`src/design/bbas_pkg.sv`:
```
package bbas_pkg;

    localparam int TOTAL_BLOCKS    = 256;
    localparam int BLOCK_BYTES     = 64;
    localparam int RESERVED_BLOCKS = 1;

    localparam int BLK_W      = $clog2(TOTAL_BLOCKS);
    localparam int OFF_W      = $clog2(BLOCK_BYTES);
    localparam int DATA_BYTES = (TOTAL_BLOCKS - RESERVED_BLOCKS) * BLOCK_BYTES;
    localparam int ADDR_W     = $clog2(DATA_BYTES);

    localparam int SCAN_W     = 32;
    localparam int NUM_WORDS  = TOTAL_BLOCKS / SCAN_W;
    localparam int WORD_IDX_W = $clog2(NUM_WORDS);
    localparam int BIT_IDX_W  = $clog2(SCAN_W);

    typedef enum logic [1:0] {
        OP_ALLOCATE = 2'd0,
        OP_RELEASE  = 2'd1,
        OP_READ     = 2'd2,
        OP_WRITE    = 2'd3
    } op_t;

    typedef enum logic [1:0] {
        ST_OK         = 2'd0,
        ST_PARAM      = 2'd1,
        ST_FULL       = 2'd2,
        ST_NOT_IN_USE = 2'd3
    } status_t;

    typedef enum logic [2:0] {
        CMD_ALLOC,
        CMD_RELEASE,
        CMD_READ,
        CMD_WRITE,
        CMD_ERROR
    } cmd_kind_t;

    typedef struct packed {
        logic [1:0] operation;
        logic [7:0] block_number;
        logic [5:0] byte_offset;
        logic [7:0] write_byte;
        logic       transfer_end;
    } req_t;

    typedef struct packed {
        logic [7:0] result_block;
        logic [7:0] read_byte;
        logic [1:0] status;
        logic       transfer_last;
    } rsp_t;

    typedef struct packed {
        cmd_kind_t         kind;
        logic [BLK_W-1:0]  blk;
        logic [ADDR_W-1:0] addr;
        logic [7:0]        wbyte;
        logic              last;
    } cmd_t;

    function automatic logic [BIT_IDX_W-1:0] first_zero(input logic [SCAN_W-1:0] word);
        logic [BIT_IDX_W-1:0] pos;
        pos = '0;
        for (int i = SCAN_W - 1; i >= 0; i--)
        begin
            if (!word[i])
            begin
                pos = BIT_IDX_W'(i);
            end
        end
        return pos;
    endfunction

endpackage

```
`src/design/bbas_front.sv`:
```
module bbas_front (
    input  logic            req_valid,
    output logic            req_stall,
    input  bbas_pkg::req_t  req,
    input  logic            store_ready,
    output logic            cmd_valid,
    input  logic            cmd_stall,
    output bbas_pkg::cmd_t  cmd
);

    logic [bbas_pkg::BLK_W:0]  blk_ext;
    logic [bbas_pkg::OFF_W:0]  off_ext;
    logic                      blk_ok;
    logic                      off_ok;
    logic [bbas_pkg::ADDR_W:0] idx_wide;

    assign req_stall = cmd_stall || !store_ready;
    assign cmd_valid = req_valid && store_ready;

    assign blk_ext = {1'b0, req.block_number};
    assign off_ext = {1'b0, req.byte_offset};
    assign blk_ok  = (blk_ext >= (bbas_pkg::BLK_W + 1)'(bbas_pkg::RESERVED_BLOCKS))
                  && (blk_ext <  (bbas_pkg::BLK_W + 1)'(bbas_pkg::TOTAL_BLOCKS));
    assign off_ok  = off_ext < (bbas_pkg::OFF_W + 1)'(bbas_pkg::BLOCK_BYTES);

    // data store skips the reserved blocks
    assign idx_wide = (bbas_pkg::ADDR_W + 1)'(req.block_number
                      - bbas_pkg::BLK_W'(bbas_pkg::RESERVED_BLOCKS))
                    * (bbas_pkg::ADDR_W + 1)'(bbas_pkg::BLOCK_BYTES)
                    + (bbas_pkg::ADDR_W + 1)'(req.byte_offset);

    always_comb
    begin
        cmd.blk   = req.block_number;
        cmd.addr  = idx_wide[bbas_pkg::ADDR_W-1:0];
        cmd.wbyte = req.write_byte;
        cmd.last  = 1'b0;
        cmd.kind  = bbas_pkg::CMD_ERROR;
        unique case (req.operation)
            bbas_pkg::OP_ALLOCATE:
            begin
                cmd.kind = bbas_pkg::CMD_ALLOC;
            end
            bbas_pkg::OP_RELEASE:
            begin
                cmd.kind = blk_ok ? bbas_pkg::CMD_RELEASE : bbas_pkg::CMD_ERROR;
            end
            bbas_pkg::OP_READ:
            begin
                cmd.last = req.transfer_end;
                cmd.kind = (blk_ok && off_ok) ? bbas_pkg::CMD_READ : bbas_pkg::CMD_ERROR;
            end
            bbas_pkg::OP_WRITE:
            begin
                cmd.last = req.transfer_end;
                cmd.kind = (blk_ok && off_ok) ? bbas_pkg::CMD_WRITE : bbas_pkg::CMD_ERROR;
            end
            default:
            begin
                cmd.kind = bbas_pkg::CMD_ERROR;
            end
        endcase
    end

endmodule

```
`config.mk`:
```
export PLATFORM = sky130hd
export DESIGN_NAME = bbas_front
export DESIGN_NICKNAME = d
export VERILOG_FILES = /design/src/design/bbas_pkg.sv /design/src/design/bbas_front.sv
export SDC_FILE = /design/constraint.sdc
export NUM_CORES = 1
export LEC_CHECK = 0
export BUFFER_PORTS_ARGS = -buffer_cell sky130_fd_sc_hd__clkbuf_2
export CELL_PAD_IN_SITES_DETAIL_PLACEMENT = 0
export CELL_PAD_IN_SITES_GLOBAL_PLACEMENT = 1
export CORE_UTILIZATION = 16
export DETAILED_ROUTE_END_ITERATION = 10
export PLACE_DENSITY = 0.95
export SETUP_SLACK_MARGIN = 0.4
export SLEW_MARGIN = 40
export SYNTH_ARGS = -nofsm -noshare
export SYNTH_HDL_FRONTEND = slang
export SYNTH_SLANG_ARGS = --single-unit
```
`constraint.sdc`:
```
create_clock -name vclk -period 3
set_clock_uncertainty 0.05 [all_clocks]
set_input_delay 0.3 -clock vclk [all_inputs]
set_output_delay 0.3 -clock vclk [all_outputs]
set_load 0.01 [all_outputs]
```
# --- After elaboration in Yosys (flattened, before gate mapping) ---
# Cells that the tools add are included.
# Widths: inputs -> output; s select.
totals:
  out_inout_bits: 36
  wordCells: 20
  regBits: 0
  rom_bits: 0
  latch_bits: 0
  input_bits: 28
  memories: 0
  mem_bits_rw: 0
op_classes:
  shift: 0
  n_reduce_logical: 7
  mul: 0
  add_sub_neg: 2
  div: 0
  n_eq_ne: 3
  n_mux: 5
  n_lt_le_gt_ge: 3
  bitwise_logic: 0
ops:
  columns: ["operator", "n"]
  rows:
  - ["$add 14x6->14", 1]
  - ["$pmux 3 s4", 1]
  - ["$lt 8x9->1 const B", 1]
  - ["$mux 3", 3]
  - ["$ge 8x1->1 const B", 1]
  - ["$sub 8x1->8 const B", 1]
  - ["$lt 6x7->1 const B", 1]
  - ["$eq 2x2->1 const B", 2]
  - ["$logic_and 1x1->1", 3]
  - ["$eq 2x1->1 const B", 1]
  - ["$logic_not 2->1", 1]
  - ["$reduce_or 2->1", 1]
  - ["$logic_not 1->1", 1]
  - ["$logic_or 1x1->1", 1]
  - ["$mux 1", 1]

# --- Longest topological paths before layout ---
depth:
  depth_word: 5
  depth_mapped: 5
  mapped_depth_nobuf: 5

# --- Least setup slack after synthesis ---
# No wires, ideal clock.
synth_timing:
  path_kind: "input port to output port"
  start: "input req[15] in the netlist's numbering"
  end: "output cmd[20] in the netlist's numbering"
  slack_ns: 1.458
  arrival_time_ns: 1.192
  required_ns: 2.650
  path_stages: 3
  cell_sequence: "or4_1 -> nor2_1 -> xor2_1"
synth_lines:
  columns: ["element", "line_no", "source"]
  rows:
  - ["start: declaration", "bbas_front.sv:4", "input bbas_pkg::req_t req,"]
  - ["end: declaration", "bbas_front.sv:8", "output bbas_pkg::cmd_t cmd"]

==> results.py <==
metrics = {
    "run_status": {
        "status": "completed",
    },
    "placement": {
        "place_ws_ns": 1.18,
        "gp_congestion": 0.623,
        "port_buffers": 36,
        "hpwl_um": 673,
    },
    "hold_path": {
        "hp-class": "primary input to output pin",
    },
    "setup_path": {
        "cp_top_family": "simple AND/OR/NAND/NOR gates",
        "criticalPathCategory": "primary input to output pin",
        "worstPathRequired_ns": 2.65,
        "start_kind": "primary input",
        "cp.arrival_ns": 1.43,
        "crit_slowest_cell": "nor4b_1",
        "crit_buf_inv": 3,
        "crit_chain": "clkbuf_2 -> inv_1 -> ha_1 -> nor4b_1 -> nand2_1 -> and2_1 -> clkbuf_2",
        "cpMostUsedCell": "clkbuf_2",
        "cp_max_fo": 6,
        "max_stage_delay_ns": 0.26,
        "crit_path_end_kind": "output pin",
    },
    "layout": {
        "multi_input_area_sq_um": 169,
        "drive_above_1_share_pct": 55.4,
        "num-fill-cells": 244,
        "diodes": 0,
        "clock_buffers": 0,
        "seqCellArea_sq_um": 0,
        "nNetsFinal": 97,
        "final_core_util_pct": 19.7,
        "seq_cells": 0,
        "area_growth_syn_to_layout_pct": 14.1,
    },
    "clock_tree": {
        "holdBufCountCts": 0,
        "cts_resized": 0,
        "postCtsSetupBuffers": 0,
    },
    "yosys": {
        "synth_area_sq_um": 345,
        "synth.most_common_cell": "buf_4",
        "synth_area_leader_cell": "buf_4",
        "synthDistinctLibCells": 14,
        "syn_area_per_cell_sq_um": 6.77,
        "ys_seq_area_share_pct": 0,
        "yosys.area.top_type_share_pct": 47.8,
        "synth_nets": 81,
        "ys_warn_count": 0,
        "synth_common_cells": "buf_4, nand2_1, and2_1, nor2_1",
        "netlist_top_cells_area": "buf_4, xnor2_1, and2_1, ha_1, nand2_1",
        "syn_inst": 51,
    },
    "sta": {
        "fin_ws_ns": 1.22,
        "post-route-min-period_ns": 1.78,
        "setup_viol": 0,
        "fin_crit_sh_pct": 59.5,
        "slew_headroom_pct": 61.1,
        "whs_ns": 0.550,
        "worstMarginPinSlew_ns": 0.579,
        "drv_slew": 0,
        "hold_violations": 0,
        "grt_setup_unrepaired": "false",
        "fmax_mhz": 561,
        "setup_tns_ns": 0,
    },
    "floorplanning": {
        "die-area_sq_mm": 0.00235,
        "coreArea_sq_mm": 0.00200,
        "die_y_um": 48.5,
        "pin_count": 64,
        "initial_core_util_pct": 17.2,
        "die_w_um": 48.5,
        "num_rows": 16,
    },
    "route": {
        "wl_met3_um": 107,
        "met1Wirelength_um": 298,
        "totalWireLength_um": 721,
        "routedWlPerCell_um": 7.84,
        "final_antenna_net_count": 0,
        "top_layer": "met3",
        "firstDrtPassIters": 4,
        "drc": 0,
        "dr_wl_met2_um": 315,
        "vias": 342,
        "vias_per_cell": 3.72,
        "drtIter0Drc": 4,
    },
    "grt": {
        "grt_pass1_wl_um": 1140,
        "grt-ovfl-total": 0,
        "grt_max_degree": 7,
        "grt_usage_pct": 5.86,
        "grt_antenna_before_repair": 0,
        "grt_pass1_vias": 284,
    },
    "pwr": {
        "p_leak_nw": 0.231,
        "vdd_drop_max_mv": 0.0506,
        "power-per-cell-area_mw_per_mm2": 135,
    },
    "flow_run": {
        "maxCapViolations": 0,
    },
}
==> stage by stage <==
stage | area (sq um) | cells | power, W
finish | 394 | 92 | 0.0000534
global route | 394 | 92 | 0.0000589
CTS | 394 | 92 | 0.0000545
detailed placement | 394 | 92 | 0.0000543
global placement | 394 | 92 | 0.0000535
floorplan | 345 | 51 | 0.0000495
==> path summary, 6_finish.rpt <==
kind	from	to	slack, ns	cells past startpoint
worst min-delay path	req[4]	cmd[4]	0.55	0
worst max-delay path	req[15]	cmd[32]	1.22	7
==> metal layers <==
layer	track usage [%]	vias up
met4	1.96	0
met1	7.01	142
met3	1.26	0
met2	10.3	31
li1	-	169
met5	0	-
==> area by class of cell <==
cell class         instances  share of cell area (%)
inverters                  3                    2.86
multi-input cells         26                    42.9
well taps                 27                    8.57
repair buffers            36                    45.7
==> power by group <==
part / total, W / internal, W / switching [W]
sequential: 0 / 0 / 0
clock: 0 / 0 / 0
combinational: 0.0000534 / 0.0000248 / 0.0000286
==> cells by family (layout without fill, tap and decap cells) <==
| kind of cell | count (synthesis) | in the layout | synth area share (%) |
|---|---|---|---|
| buffers and inverters | 25 | 39 | 51.1 |
| and+or+nand+nor | 18 | 18 | 26.8 |
| xor gates and xnor gates | 5 | 5 | 12.7 |
| adders and majority gates | 2 | 2 | 7.25 |
| AOI/OAI and AO/OA | 1 | 1 | 2.17 |
==> cells in the final DEF (no fill, tap or decap) <==
cell type  netlist  final
xnor2_1          3      3
nand2_1          5      5
xor2_1           2      2
clkbuf_2         0     36
nand2b_1         1      1
nor4_1           1      1
nor2_1           4      4
ha_1             2      2
inv_1            3      3
or4_1            1      1
o31ai_1          1      1
nor4b_1          1      1
and2_1           4      4
nor3_1           1      1
(Power assumes the default switching activity.)
