==> config.mk <==
export PLATFORM = sky130hd
export DESIGN_NAME = bbas_queue
export DESIGN_NICKNAME = d
export VERILOG_FILES = /design/src/design/bbas_pkg.sv /design/src/design/bbas_queue.sv
export SDC_FILE = /design/constraint.sdc
export NUM_CORES = 1
export LEC_CHECK = 0
export BUFFER_PORTS_ARGS = -buffer_cell sky130_fd_sc_hd__buf_4
export CAP_MARGIN = 20
export CORE_ASPECT_RATIO = 0.75
export CORE_MARGIN = 10
export CORE_UTILIZATION = 40
export CTS_CLUSTER_DIAMETER = 120
export CTS_CLUSTER_SIZE = 16
export DETAILED_ROUTE_END_ITERATION = 8
export HOLD_SLACK_MARGIN = 0.1
export PLACE_DENSITY = 0.71
export SLEW_MARGIN = 0
export SYNTH_ARGS = -nofsm -noshare
export SYNTH_HDL_FRONTEND = slang
export SYNTH_SLANG_ARGS = --single-unit
==> constraint.sdc <==
create_clock -name clk -period 2.9 [get_ports clk]
set_clock_uncertainty 0.1 [all_clocks]
set_input_delay 0.145 -clock clk [delete_from_list [all_inputs] [get_ports clk]]
set_output_delay 0.145 -clock clk [all_outputs]
set_load 0.01 [all_outputs]
==> src/design/bbas_pkg.sv <==
package bbas_pkg;

    localparam int TOTAL_BLOCKS    = 256;
    localparam int BLOCK_BYTES     = 64;
    localparam int RESERVED_BLOCKS = 1;

    localparam int BLK_W      = $clog2(TOTAL_BLOCKS);
    localparam int OFF_W      = $clog2(BLOCK_BYTES);
    localparam int DATA_BYTES = (TOTAL_BLOCKS - RESERVED_BLOCKS) * BLOCK_BYTES;
    localparam int ADDR_W     = $clog2(DATA_BYTES);

    localparam int SCAN_W     = 32;
    localparam int NUM_WORDS  = TOTAL_BLOCKS / SCAN_W;
    localparam int WORD_IDX_W = $clog2(NUM_WORDS);
    localparam int BIT_IDX_W  = $clog2(SCAN_W);

    typedef enum logic [1:0] {
        OP_ALLOCATE = 2'd0,
        OP_RELEASE  = 2'd1,
        OP_READ     = 2'd2,
        OP_WRITE    = 2'd3
    } op_t;

    typedef enum logic [1:0] {
        ST_OK         = 2'd0,
        ST_PARAM      = 2'd1,
        ST_FULL       = 2'd2,
        ST_NOT_IN_USE = 2'd3
    } status_t;

    typedef enum logic [2:0] {
        CMD_ALLOC,
        CMD_RELEASE,
        CMD_READ,
        CMD_WRITE,
        CMD_ERROR
    } cmd_kind_t;

    typedef struct packed {
        logic [1:0] operation;
        logic [7:0] block_number;
        logic [5:0] byte_offset;
        logic [7:0] write_byte;
        logic       transfer_end;
    } req_t;

    typedef struct packed {
        logic [7:0] result_block;
        logic [7:0] read_byte;
        logic [1:0] status;
        logic       transfer_last;
    } rsp_t;

    typedef struct packed {
        cmd_kind_t         kind;
        logic [BLK_W-1:0]  blk;
        logic [ADDR_W-1:0] addr;
        logic [7:0]        wbyte;
        logic              last;
    } cmd_t;

    function automatic logic [BIT_IDX_W-1:0] first_zero(input logic [SCAN_W-1:0] word);
        logic [BIT_IDX_W-1:0] pos;
        pos = '0;
        for (int i = SCAN_W - 1; i >= 0; i--)
        begin
            if (!word[i])
            begin
                pos = BIT_IDX_W'(i);
            end
        end
        return pos;
    endfunction

endpackage

==> src/design/bbas_queue.sv <==
module bbas_queue (
    input  logic            clk,
    input  logic            rst_n,
    input  logic            push_valid,
    output logic            push_stall,
    input  bbas_pkg::cmd_t  push_cmd,
    output logic            pop_valid,
    input  logic            pop_take,
    output bbas_pkg::cmd_t  pop_cmd
);

    bbas_pkg::cmd_t entry_reg [2];
    logic           wr_ptr_reg;
    logic           wr_ptr_next;
    logic           rd_ptr_reg;
    logic           rd_ptr_next;
    logic [1:0]     count_reg;
    logic [1:0]     count_next;
    logic           push;
    logic           pop;

    assign push_stall = count_reg == 2'd2;
    assign pop_valid  = count_reg != 2'd0;
    assign pop_cmd    = entry_reg[rd_ptr_reg];

    assign push = push_valid && !push_stall;
    assign pop  = pop_take && pop_valid;

    always_comb
    begin
        wr_ptr_next = push ? !wr_ptr_reg : wr_ptr_reg;
        rd_ptr_next = pop ? !rd_ptr_reg : rd_ptr_reg;
        count_next  = count_reg + 2'(push) - 2'(pop);
    end

    always_ff @(posedge clk or negedge rst_n)
    begin
        if (!rst_n)
        begin
            wr_ptr_reg <= 1'b0;
            rd_ptr_reg <= 1'b0;
            count_reg  <= 2'd0;
        end
        else
        begin
            wr_ptr_reg <= wr_ptr_next;
            rd_ptr_reg <= rd_ptr_next;
            count_reg  <= count_next;
        end
    end

    always_ff @(posedge clk)
    begin
        if (push)
        begin
            entry_reg[wr_ptr_reg] <= push_cmd;
        end
    end

endmodule

After elaboration in Yosys (flattened, before gate mapping)
Memories as Yosys holds them, arrays and structs flattened. Index checks and enable logic that the tools add are counted.

Add/sub/neg operators: 2. Eq/ne operators: 1. Multiplexer cells: 2. Reduce and logical (&&, ||, !) cells: 6.

Operators with widths (count): $logic_not 1->1 (3); $add 2x1->2 (1); $eq 2x2->1 const B (1); $logic_and 1x1->1 (2); $mux 1 (2); $reduce_bool 2->1 (1); $sub 2x1->2 (1).

Register bits: 4. RAM bits: 68. Input bits: 38. Word-level logic and storage cells: 15. Memories: 1.

Memory list: entry_reg (words 2, width 34, read ports 1, clocked after Yosys merged registers in 0, write ports 1, line bbas_queue.sv:12) `bbas_pkg::cmd_t entry_reg [2];`.

Longest topological paths before layout
Gate-level depths: netlist of the first run.

Depth after elaboration: 5. Depth in mapped cells: 7.

Worst setup path after synthesis of the first run
OpenSTA, ideal clock, no wires.

Kind: register to register. Start: reg count_reg[1]. End: mem entry_reg[0][0] (netlist name), enable pin. Setup time: 0.425 ns. Arrival time: 2.026 ns. Data required time: 2.375 ns. Setup slack: 0.349 ns. Stages on the path, launching flop included: 4. Clock period less this slack: 2.551 ns. Path through: dfrtp_1 nand2b_1 nand2_1 nor2_1.

Word-level cells in the longest chain between the ends: 5.

Ends and longest elaborated chain: start, declared (line bbas_queue.sv:17) `logic [1:0] count_reg;`; start signal, assigned (line bbas_queue.sv:48) `count_reg <= count_next;`; $eq 2x2->1 (line bbas_queue.sv:22) `assign push_stall = count_reg == 2'd2;`; $logic_not 1->1 (line bbas_queue.sv:26) `assign push = push_valid && !push_stall;`; $logic_and 1x1->1 (line bbas_queue.sv:26); $mux 1 (line bbas_queue.sv:54) `if (push)`; $mux 1 (implied by the code) (line bbas_queue.sv:56) `entry_reg[wr_ptr_reg] <= push_cmd;`; end, declared (line bbas_queue.sv:12).

No other way between the ends.

==> key figures, run 1 <==
Clocking
  – Clk slew on worst S/H paths: around 0.070 ns
  – Clk buf depth: 2
  – Cts bufs inserted: 9
  – Clock Root Buffer: clkbuf_8
  – H-tree levels: 3
  – TritonCTS clock tree: done
  – Clock Sinks: 72
  – Skew-Pair Late Insertion Delay: between 0.3 and 0.4 ns

Timing
  – Fin crit share: between 70% and 80%
  – Max Freq: ~460 MHz
  – Minimum clock period: about 2.2 ns
  – Slew Viols, Final: 0
  – Max_slew headroom: 45.1%
  – Final hold slack: 0.435 ns
  – Final Hold Fails: 0
  – Final setup viols: 0
  – Setup TNS: 0 ns
  – Unrepaired setup endpoints after global routing: no
  – Least-Margin Pin Slew: between 0.8 and 0.9 ns

Layout
  – Layout cells sized above 1: about half
  – FILL cells: a little over 500
  – Finished Layout Cells: around 330
  – Final Net Count: 285
  – Fin util: 58.6%
  – Sequential standard cell area: 2140 sq um
  – Commonest non-fill, non-tap cells in the layout: buf_4 (76), edfxtp_1 (68), dlygate4sd3_1 (38)
  – Commonest non-fill, non-tap cell in the layout: buf_4
  – Antenna diode count: 0
  – Multi-input logic area: between 500 and 600 sq um
  – Area grow syn2layout: 43.1%
  – Largest register FFs: 68

Global routing
  – GRT Resource Usage Total: roughly 11%
  – First-pass GRT wire length: 8680 um
  – Met2 Usage GRT: 16.6%
  – GRT overflow: 0
  – GR peak layer: met2
  – Initial antenna violation count: 0
  – Vias in the first global route: about 1.7k
  – Largest net degree at the start of global routing: 35
  – Met1 usage: 11.8%
  – Grt met3 use: roughly 7.2%

Logic synthesis
  – Post-synthesis register bit count: 72
  – Warnings, synthesis: 0
  – Leading area contributor after synthesis: edfxtp_1
  – Synth top area cells: edfxtp_1 (73%), mux2_4 (16%), dfrtp_1 (3.6%), mux2_2 (2.0%), buf_6 (1.6%)
  – Yosys cell types: 15
  – Syn Area/Cell: 22.4 sq um
  – Register area share after synthesis: roughly 77%
  – Syn_nets: between 150 and 200
  – Post-Syn Instances: between 100 and 150
  – Netlist Area Pre-Place: roughly 2800 sq um
  – Post-synth top area share: 73.4%

Floorplan
  – Initial core utilization: 40.9%
  – Die Footprint: roughly 11000 sq um
  – Core Box Area: 6800 sq um
  – Die X: between 100 and 150 um
  – Chip height: slightly above 90 um
  – Row Count: 26
  – I/O pin cnt: 74

Setup path
  – Worst Setup SP: rd_ptr_reg
  – Worst setup path category: reg2out
  – Worst R2R Start: count_reg[1]
  – Largest fanout on the critical path: 23
  – R2r endpoint: count_reg[1]
  – CP endpoint: pop_cmd[11]
  – FF-to-FF path depth: 7
  – Crit end category: output pin
  – R2R Setup Slk: ~1.1 ns
  – Arrival @ worst endpoint: 1.91 ns
  – CP startpoint kind: flip-flop
  – Critical path data required time: approximately 2.7 ns

Run
  – # Max-Cap Violations: 0

Outcome
  – Status: finished clean

Power
  – Switching Fraction: 28.2%
  – Reg power frac: around 44%
  – Clock share of power: roughly 20%
  – PwrDens: roughly 900 nW/um^2
  – Combinational fraction of design power: about 36%
  – Switching power: ~1 mW
  – Peak supply drop: around 0.65 mV
  – Cell internal pwr: between 2 and 3 mW
  – Leakage power: around 1.6 nW

Place
  – Detailed Place HPWL: 3620 um
  – GPL Wtd Cong: a little under 0.7
  – I/O Buffers: 73
  – DP Cell Count: 280

Route
  – # DRC: 0
  – Routed vias/inst: approximately 4.5
  – Antenna-violating nets left: 0
  – 1st-pass router iterations: 4
  – Avg WL per Cell: between 15 and 20 um
  – Starting DRT DRC Count: 36
  – Vias after detailed routing: 1512
  – Final WL: about 5500 um

Min path
  – Hold Path Class: reg2reg
-- per-layer routing --
layer	vias to the layer above	routed length (um)
met2	56	2570
li1	722	-
met4	0	54
met5	-	0
met1	728	2390
met3	6	479
-- cell usage after synthesis, drive strengths merged --
master   n
edfxtp  68
mux2    34
buf      4
dfrtp    4
xnor2    3
ha       2
inv      2
and2     1
and3     1
nand2    1
nand2b   1
nor2     1
or2      1
xor2     1
-- kinds of logic after synthesis --
kind of cell,after synthesis,share of synthesized area (%)
and+or+nand+nor,6,1.26
buffers and inverters,6,1.89
muxes,34,17.7
xor gates and xnor gates,4,1.26
adders and majority gates,2,0.900
DFF,72,77.0
-- through the flow --
step / setup WS (ns) / power (mW) / instance area, sq um
after floorplan: 0.349 / 2.35 / 2780
after global placement: 1.08 / 2.85 / 3420
after detailed placement: 1.06 / 2.87 / 3420
after CTS: 0.688 / 3.64 / 3980
after global routing: 0.610 / 3.79 / 3980
final: 0.747 / 3.58 / 3980
-- power groups by stage --
stage | Clock, mW | Sequential, mW | Combinational (mW)
6_report | 0.714 | 1.58 | 1.29
5_1_grt | 0.795 | 1.61 | 1.39
4_1_cts | 0.740 | 1.58 | 1.31
3_5_place_dp | 0 | 1.61 | 1.27
3_3_place_gp | 0 | 1.59 | 1.25
2_1_floorplan | 0 | 1.50 | 0.847
-- layout make-up --
type / instances / area share (%)
clock buffer: 11 / 3.30
clock inverter: 5 / 1.19
inverter: 2 / 0.189
multi-input combinational: 46 / 15.0
sequential: 72 / 53.8
tap: 84 / 2.64
timing repair buffer: 114 / 23.9
-- worst min-delay path by stage --
| stage | from | end | slack, ns | cells past startpoint |
|---|---|---|---|---|
| global placement | rst_n | count_reg[0] | -0.15 | 1 |
| floorplan | rst_n | count_reg[0] | -0.25 | 0 |
| CTS | push_cmd[32] | entry_reg[0][32] | 0.42 | 2 |
| detailed placement | rst_n | wr_ptr_reg | -0.15 | 1 |
| finish | count_reg[0] | count_reg[0] | 0.43 | 1 |
| global route | push_cmd[18] | entry_reg[1][18] | 0.42 | 2 |
-- worst max-delay path: stages (launching register included) --
cell,delay (ns)
dfrtp_2,0.80
buf_4,0.31
mux2_4,0.31
buf_4,0.15
-- what timing repair did --
item / 4_1_cts / 5_1_grt
gates resized for setup: 0 / 0
hold buffers: 38 / 0
hold endpoints to repair: 74 / 0
setup buffers: 0 / 0
No activity file was read; power rests on OpenSTA's default activity.
==> run 2: changes to the inputs <==
==> constraint.sdc (replaced) <==
create_clock -name clk -period 2 [get_ports clk]
set_clock_uncertainty 0.1 [all_clocks]
set_input_delay 0.1 -clock clk [delete_from_list [all_inputs] [get_ports clk]]
set_output_delay 0.1 -clock clk [all_outputs]
set_load 0.01 [all_outputs]
==> run 2 against run 1 <==
Effect of this change:
- global-route usage down 0.18 points
- core utilization increased by 0.35 points
- sequential power is 41% higher
- first-iteration DRC count fell by 2.8%
- largest power group unchanged
==> key figures, run 2 (synthesis results as in run 1) <==
Power
  – Reg power frac: 43.0% (-1.0 points)
  – Clock share of power: 18.2% (-1.8 points)
  – Switching power: 1.51 mW (+49%)
  – Peak supply drop: 0.686 mV (+6.3%)
  – Leakage power: 1.61 nW (about the same)
  – Overall power: 5.15 mW (+44%)
  – PwrDens: 1290 nW/um^2 (+43%)
  – Combinational fraction of design power: 38.9% (+2.9 points)
  – Cell internal pwr: 3.65 mW (+42%)
  – Switching Fraction: 29.3% (+1.0 points)

Place
  – Place WS: 0.189 ns (-0.875 ns)
  – DP Cell Count: 282 (+0.71%)
  – GPL Wtd Cong: 0.674 (-3.1%)
  – I/O Buffers: 73 (unchanged)
  – Detailed Place HPWL: 3700 um (+2.1%)

Layout
  – Commonest non-fill, non-tap cell in the layout: buf_4
  – Commonest non-fill, non-tap cells in the layout: buf_4 (76), edfxtp_1 (68), dlygate4sd3_1 (38)
  – Finished Layout Cells: 336 (+0.60%)
  – Largest register FFs: 68 (unchanged)
  – Final Net Count: 287 (+0.70%)
  – Antenna diode count: 0 (unchanged)
  – Layout cells sized above 1: 51.2% (+0.79 points)
  – Area grow syn2layout: 44.0%

Timing
  – Final setup viols: 0 (unchanged)
  – Slew Viols, Final: 0 (unchanged)
  – Max_slew headroom: 77.6% (+32 points)
  – Minimum clock period: between 1.5 and 2 ns
  – Setup TNS: 0 ns (unchanged)
  – Final hold slack: 0.381 ns (-0.0538 ns)
  – Unrepaired setup endpoints after global routing: no
  – Max Freq: between 500 and 600 MHz
  – Final Hold Fails: 0 (unchanged)
  – Least-Margin Pin Slew: 0.336 ns (-0.487 ns)
  – Fin crit share: between 90% and 100%
  – Worst Setup Slack, final: 0.133 ns (-0.614 ns)

Global routing
  – Initial antenna violation count: 0 (unchanged)
  – GRT overflow: 0 (unchanged)
  – Largest net degree at the start of global routing: 35 (unchanged)
  – GRT Resource Usage Total: 10.7% (-0.18 points)
  – First-pass GRT wire length: 8690 um (+0.16%)
  – Vias in the first global route: 1678 (-1.8%)

Route
  – 1st-pass router iterations: 4 (unchanged)
  – Final WL: 5410 um (-1.6%)
  – Starting DRT DRC Count: 35 (-2.8%)
  – Routed vias/inst: 4.39 (-3.0%)
  – Vias after detailed routing: 1475 (-2.4%)
  – Antenna-violating nets left: 0 (unchanged)
  – # DRC: 0 (unchanged)
  – Avg WL per Cell: 16.1 um (-2.2%)

Setup path
  – WP buf/inv: 2 (unchanged)
  – Cells along the critical path: buf_4, mux2_4, buf_4
  – CP max-delay cell: dfrtp_2
  – Crit path max-delay family: flip-flops
  – Largest fanout on the critical path: 10 (-57%)
  – CP startpoint kind: flip-flop
  – Worst setup path category: reg2out
  – Critical path data required time: 1.80 ns (-0.85 ns)
  – Crit end category: output pin
  – Top cell by count, worst path: buf_4
  – CP max stage delay: 0.57 ns (-0.23 ns)
  – Arrival @ worst endpoint: 1.67 ns (-0.24 ns)

Floorplan
  – I/O pin cnt: 74 (unchanged)
  – Initial core utilization: 40.9% (unchanged)
  – Die Footprint: 10700 sq um (unchanged)
  – Die X: 116 um (unchanged)
  – Row Count: 26 (unchanged)
  – Core Box Area: 6800 sq um (unchanged)
  – Chip height: 92.2 um (unchanged)

Clocking
  – Clk slew on worst S/H paths: 0.07 ns (about the same)
  – Cts bufs inserted: 9 (unchanged)
  – TritonCTS clock tree: done
  – Buffers inserted by post-CTS timing repair: 0 (unchanged)
  – Skew-Pair Late Insertion Delay: 0.34 ns (about the same)
  – Clk buf depth: 2 (unchanged)
  – Clock Root Buffer: clkbuf_8
  – H-tree levels: 3 (unchanged)
  – Clock Sinks: 72 (unchanged)

Outcome
  – Status: finished clean

Run
  – # Max-Cap Violations: 0 (unchanged)

Min path
  – Hold Path Class: in2reg
## run 2: cell types whose count changed in the layout (fill, tap and decap cells not counted)
| cell | change |
|---|---|
| clkinvlp_4 | +3 |
| buf_12 | +2 |
| clkbuf_1 | -2 |
| clkinv_1 | +1 |
| clkinv_2 | -1 |
| bufinv_16 | -1 |
## run 2: per-layer routing
metal / global-route usage (%) / wire (um) / vias to the layer above
met4: 3.74 / 34 / 0
met5: 0 / 0 / -
met3: 6.51 / 532 / 5
li1: - / - / 724
met1: 12.3 / 2310 / 685
met2: 15.9 / 2520 / 61
## run 2: worst register-to-register path, stage by stage (launching register included)
cell and delay (ns):
dfrtp_1 0.40, or2_1 0.26, and2_4 0.17, ha_1 0.27
inv_1 0.04, ha_1 0.17, xnor2_1 0.18, xnor2_1 0.15
## run 2: path summary, 6_finish.rpt
kind	to	startpoint	depth (start not counted)	slack [ns]
worst max-delay path	pop_cmd[18]	rd_ptr_reg	3	0.13
worst min-delay path	entry_reg[1][29]	push_cmd[29]	2	0.38
worst max register to register	count_reg[1]	count_reg[1]	7	0.18
worst min register to register	count_reg[0]	count_reg[0]	1	0.43
max in group asynchronous	rd_ptr_reg	rst_n	3	1.05
min in group asynchronous	count_reg[0]	rst_n	3	0.56
## run 2: power by group through the flow
stage	Sequential (mW)	Combinational [mW]	Clock, mW
after detailed placement	2.25	1.97	0
after floorplan	2.18	1.23	0
final	2.22	2.00	0.936
after global routing	2.25	2.16	1.05
after global placement	2.24	1.96	0
after CTS	2.22	2.04	0.974
## run 2: repair_timing
action | in CTS | in global routing
hold endpoints to repair | 74 | 0
hold buffers | 38 | 0
resized for setup | 0 | 0
## run 2: per-stage QoR
step / util (%) / cell area, sq um
2_1_floorplan: - / 2780
3_3_place_gp: 50.9 / 3460
3_5_place_dp: 50.9 / 3460
4_1_cts: 58.9 / 4010
5_1_grt: 58.9 / 4010
6_report: 58.9 / 4010
## run 2: final cells by class
type	instances	area, sq um
inverter	2	7.51
timing repair buffer	116	991
multi-input combinational	46	596
tap	84	105
clock buffer	9	124
sequential	72	2140
clock inverter	7	38.8
fill	493	2790
==> run 3: changes to the inputs <==
--- a/config.mk
+++ b/config.mk
@@ -14,7 +14,7 @@
 export CTS_CLUSTER_SIZE = 16
 export DETAILED_ROUTE_END_ITERATION = 8
 export HOLD_SLACK_MARGIN = 0.1
-export PLACE_DENSITY = 0.71
+export PLACE_DENSITY_LB_ADDON = 0.12
 export SLEW_MARGIN = 0
 export SYNTH_ARGS = -nofsm -noshare
 export SYNTH_HDL_FRONTEND = slang
==> run 3 against run 2 <==
Effect of this change:
- sequential power is 2% lower
- setup slack improved by 0.033 ns
- worst hold slack improved by 0.012 ns
- global-route usage is 0.062 points lower
- clock-buffer cell count is 2 higher
- maximum frequency up 1.8%
- non-clock buffer count stayed put
- power increased by 9.9%
- core utilization is 1.4 points higher
- via count grew 1.0%
- critical path depth grew 4
- final cell count stayed put
==> key figures, run 3 (synthesis results as in run 1) <==
Power
  – Leakage power: 1.66 nW (+3.2%)
  – Peak supply drop: 0.798 mV (+16%)
  – PwrDens: 1380 nW/um^2 (+7.4%)

Layout
  – Antenna diode count: 0 (unchanged)
  – Final instance area: 4100 sq um (+2.3%)
  – Sequential standard cell area: 2140 sq um (unchanged)
  – Layout cells sized above 1: 52.0% (+0.79 points)
  – FILL cells: 499 (+1.2%)
  – Commonest non-fill, non-tap cell in the layout: buf_4
  – Commonest non-fill, non-tap cells in the layout: buf_4 (77), edfxtp_1 (68), dlygate4sd3_1 (38)
  – Multi-input logic area: 596 sq um (unchanged)
  – Final Net Count: 287 (unchanged)
  – Area grow syn2layout: 47.4%
  – Largest register FFs: 68 (unchanged)

Route
  – Antenna-violating nets left: 0 (unchanged)
  – Avg WL per Cell: 16.0 um (-0.26%)
  – Vias after detailed routing: 1490 (+1.0%)
  – Final WL: 5390 um (-0.26%)
  – 1st-pass router iterations: 2 (-2)
  – Routed vias/inst: 4.43 (+1.0%)
  – # DRC: 0 (unchanged)
  – Starting DRT DRC Count: 9 (-74%)

Place
  – Detailed Place HPWL: 3670 um (-0.73%)
  – I/O Buffers: 73 (unchanged)
  – Post-DP Area: 3450 sq um (-0.36%)
  – Place WS: 0.194 ns (+0.00555 ns)
  – GPL Wtd Cong: 0.696 (+3.3%)

Clocking
  – Clk slew on worst S/H paths: 0.07 ns (about the same)
  – TritonCTS clock tree: done
  – Clk buf depth: 2 (unchanged)
  – Skew-Pair Late Insertion Delay: 0.33 ns (about the same)
  – Cts bufs inserted: 9 (unchanged)
  – Clock Root Buffer: clkbuf_8
  – H-tree levels: 3 (unchanged)
  – Clock Sinks: 72 (unchanged)

Timing
  – Final hold slack: 0.393 ns (+0.0117 ns)
  – Max_slew headroom: 76.2% (-1.4 points)
  – Max Freq: 545 MHz (+1.8%)
  – Least-Margin Pin Slew: 0.357 ns (+0.0204 ns)
  – Worst Setup Slack, final: 0.166 ns (+0.0329 ns)
  – Slew Viols, Final: 0 (unchanged)
  – Fin crit share: 91.7% (-1.6 points)
  – Setup TNS: 0 ns (unchanged)
  – Final Hold Fails: 0 (unchanged)
  – Unrepaired setup endpoints after global routing: no
  – Minimum clock period: 1.83 ns (-0.0329 ns)
  – Final setup viols: 0 (unchanged)

Setup path
  – CP startpoint kind: flip-flop
  – Cells along the critical path: or2_1, and2_4, ha_1, inv_1, ha_1, xnor2_1, xnor2_1
  – R2R Setup Slk: 0.17 ns (about the same)
  – FF-to-FF path depth: 7 (unchanged)
  – CP max-delay cell: dfrtp_1
  – Critical path data required time: 2.15 ns (+0.35 ns)
  – Worst Setup SP: count_reg[1]
  – Arrival @ worst endpoint: 1.99 ns (+0.32 ns)
  – Largest fanout on the critical path: 3 (-7)
  – R2r endpoint: count_reg[1]
  – CP endpoint: count_reg[1]
  – Crit end category: flip-flop
  – Worst setup path category: reg2reg
  – Worst R2R Start: count_reg[1]
  – CP max stage delay: 0.40 ns (-0.17 ns)

Floorplan
  – I/O pin cnt: 74 (unchanged)
  – Die Footprint: 10700 sq um (unchanged)
  – Chip height: 92.2 um (unchanged)
  – Die X: 116 um (unchanged)
  – Row Count: 26 (unchanged)
  – Core Box Area: 6800 sq um (unchanged)
  – Initial core utilization: 40.9% (unchanged)

Outcome
  – Status: finished clean

Global routing
  – Largest net degree at the start of global routing: 35 (unchanged)
  – Initial antenna violation count: 0 (unchanged)
  – GRT Resource Usage Total: 10.6% (-0.062 points)
  – Vias in the first global route: 1731 (+3.2%)
  – GRT overflow: 0 (unchanged)
  – First-pass GRT wire length: 8620 um (-0.87%)

Min path
  – Hold path cells: 2 (unchanged)
  – Hold Path Class: in2reg

Run
  – # Max-Cap Violations: 0 (unchanged)
## run 3: changes by cell type in the layout (fill, tap and decap cells not counted), sizes merged
cell and delta:
bufinv +4, clkinv -4, clkbuf +2, clkinvlp -2
## run 3: area by class of cell
type / instances / share of cell area, %
flip-flops and latches: 72 / 52.3
multi-input cells: 46 / 14.5
clock buffers: 11 / 3.45
clock inverters: 5 / 3.11
inverters: 2 / 0.183
repair buffers: 116 / 23.9
well taps: 84 / 2.56
## run 3: layer usage
metal	GRT usage (%)	routed length, um
met5	0	0
met4	4.05	84
met3	5.08	424
met2	17.8	2760
met1	11.3	2120
## run 3: power by group
group	total (mW)	internal (mW)	switching [mW]
Sequential	2.17	2.07	0.101
Clock	1.48	0.989	0.491
Combinational	2.02	1.12	0.895
Total	5.67	4.18	1.49
## run 3: critical path: cells and delay by family (launching register included)
kind | cells | cell delay, ns
buf+inv | 1 | 0.04
fa+ha+maj | 2 | 0.45
xor+xnor | 2 | 0.32
simple gates | 2 | 0.44
flops | 1 | 0.40
## run 3: worst min path at each step
stage / from / to / slack, ns
6_report: push_cmd[32] / entry_reg[0][32] / 0.39
5_1_grt: push_cmd[32] / entry_reg[0][32] / 0.37
4_1_cts: push_cmd[26] / entry_reg[0][26] / 0.37
3_5_place_dp: rst_n / count_reg[1] / -0.20
3_3_place_gp: rst_n / count_reg[0] / -0.20
2_1_floorplan: rst_n / count_reg[0] / -0.30
## run 3: through the flow
| stage | total power, mW | util, % | cells |
|---|---|---|---|
| after floorplan | 3.41 | - | 124 |
| after global routing | 5.98 | 60.3 | 336 |
| after global placement | 4.15 | 50.7 | 282 |
| final | 5.67 | 60.3 | 336 |
| after detailed placement | 4.21 | 50.7 | 282 |
| after CTS | 5.77 | 60.3 | 336 |
## run 3: what timing repair did
| action | in CTS | in global routing |
|---|---|---|
| resized for setup | 0 | 0 |
| hold endpoints to repair | 74 | 0 |
| buffers inserted | 0 | 0 |
| hold buffers | 38 | 0 |
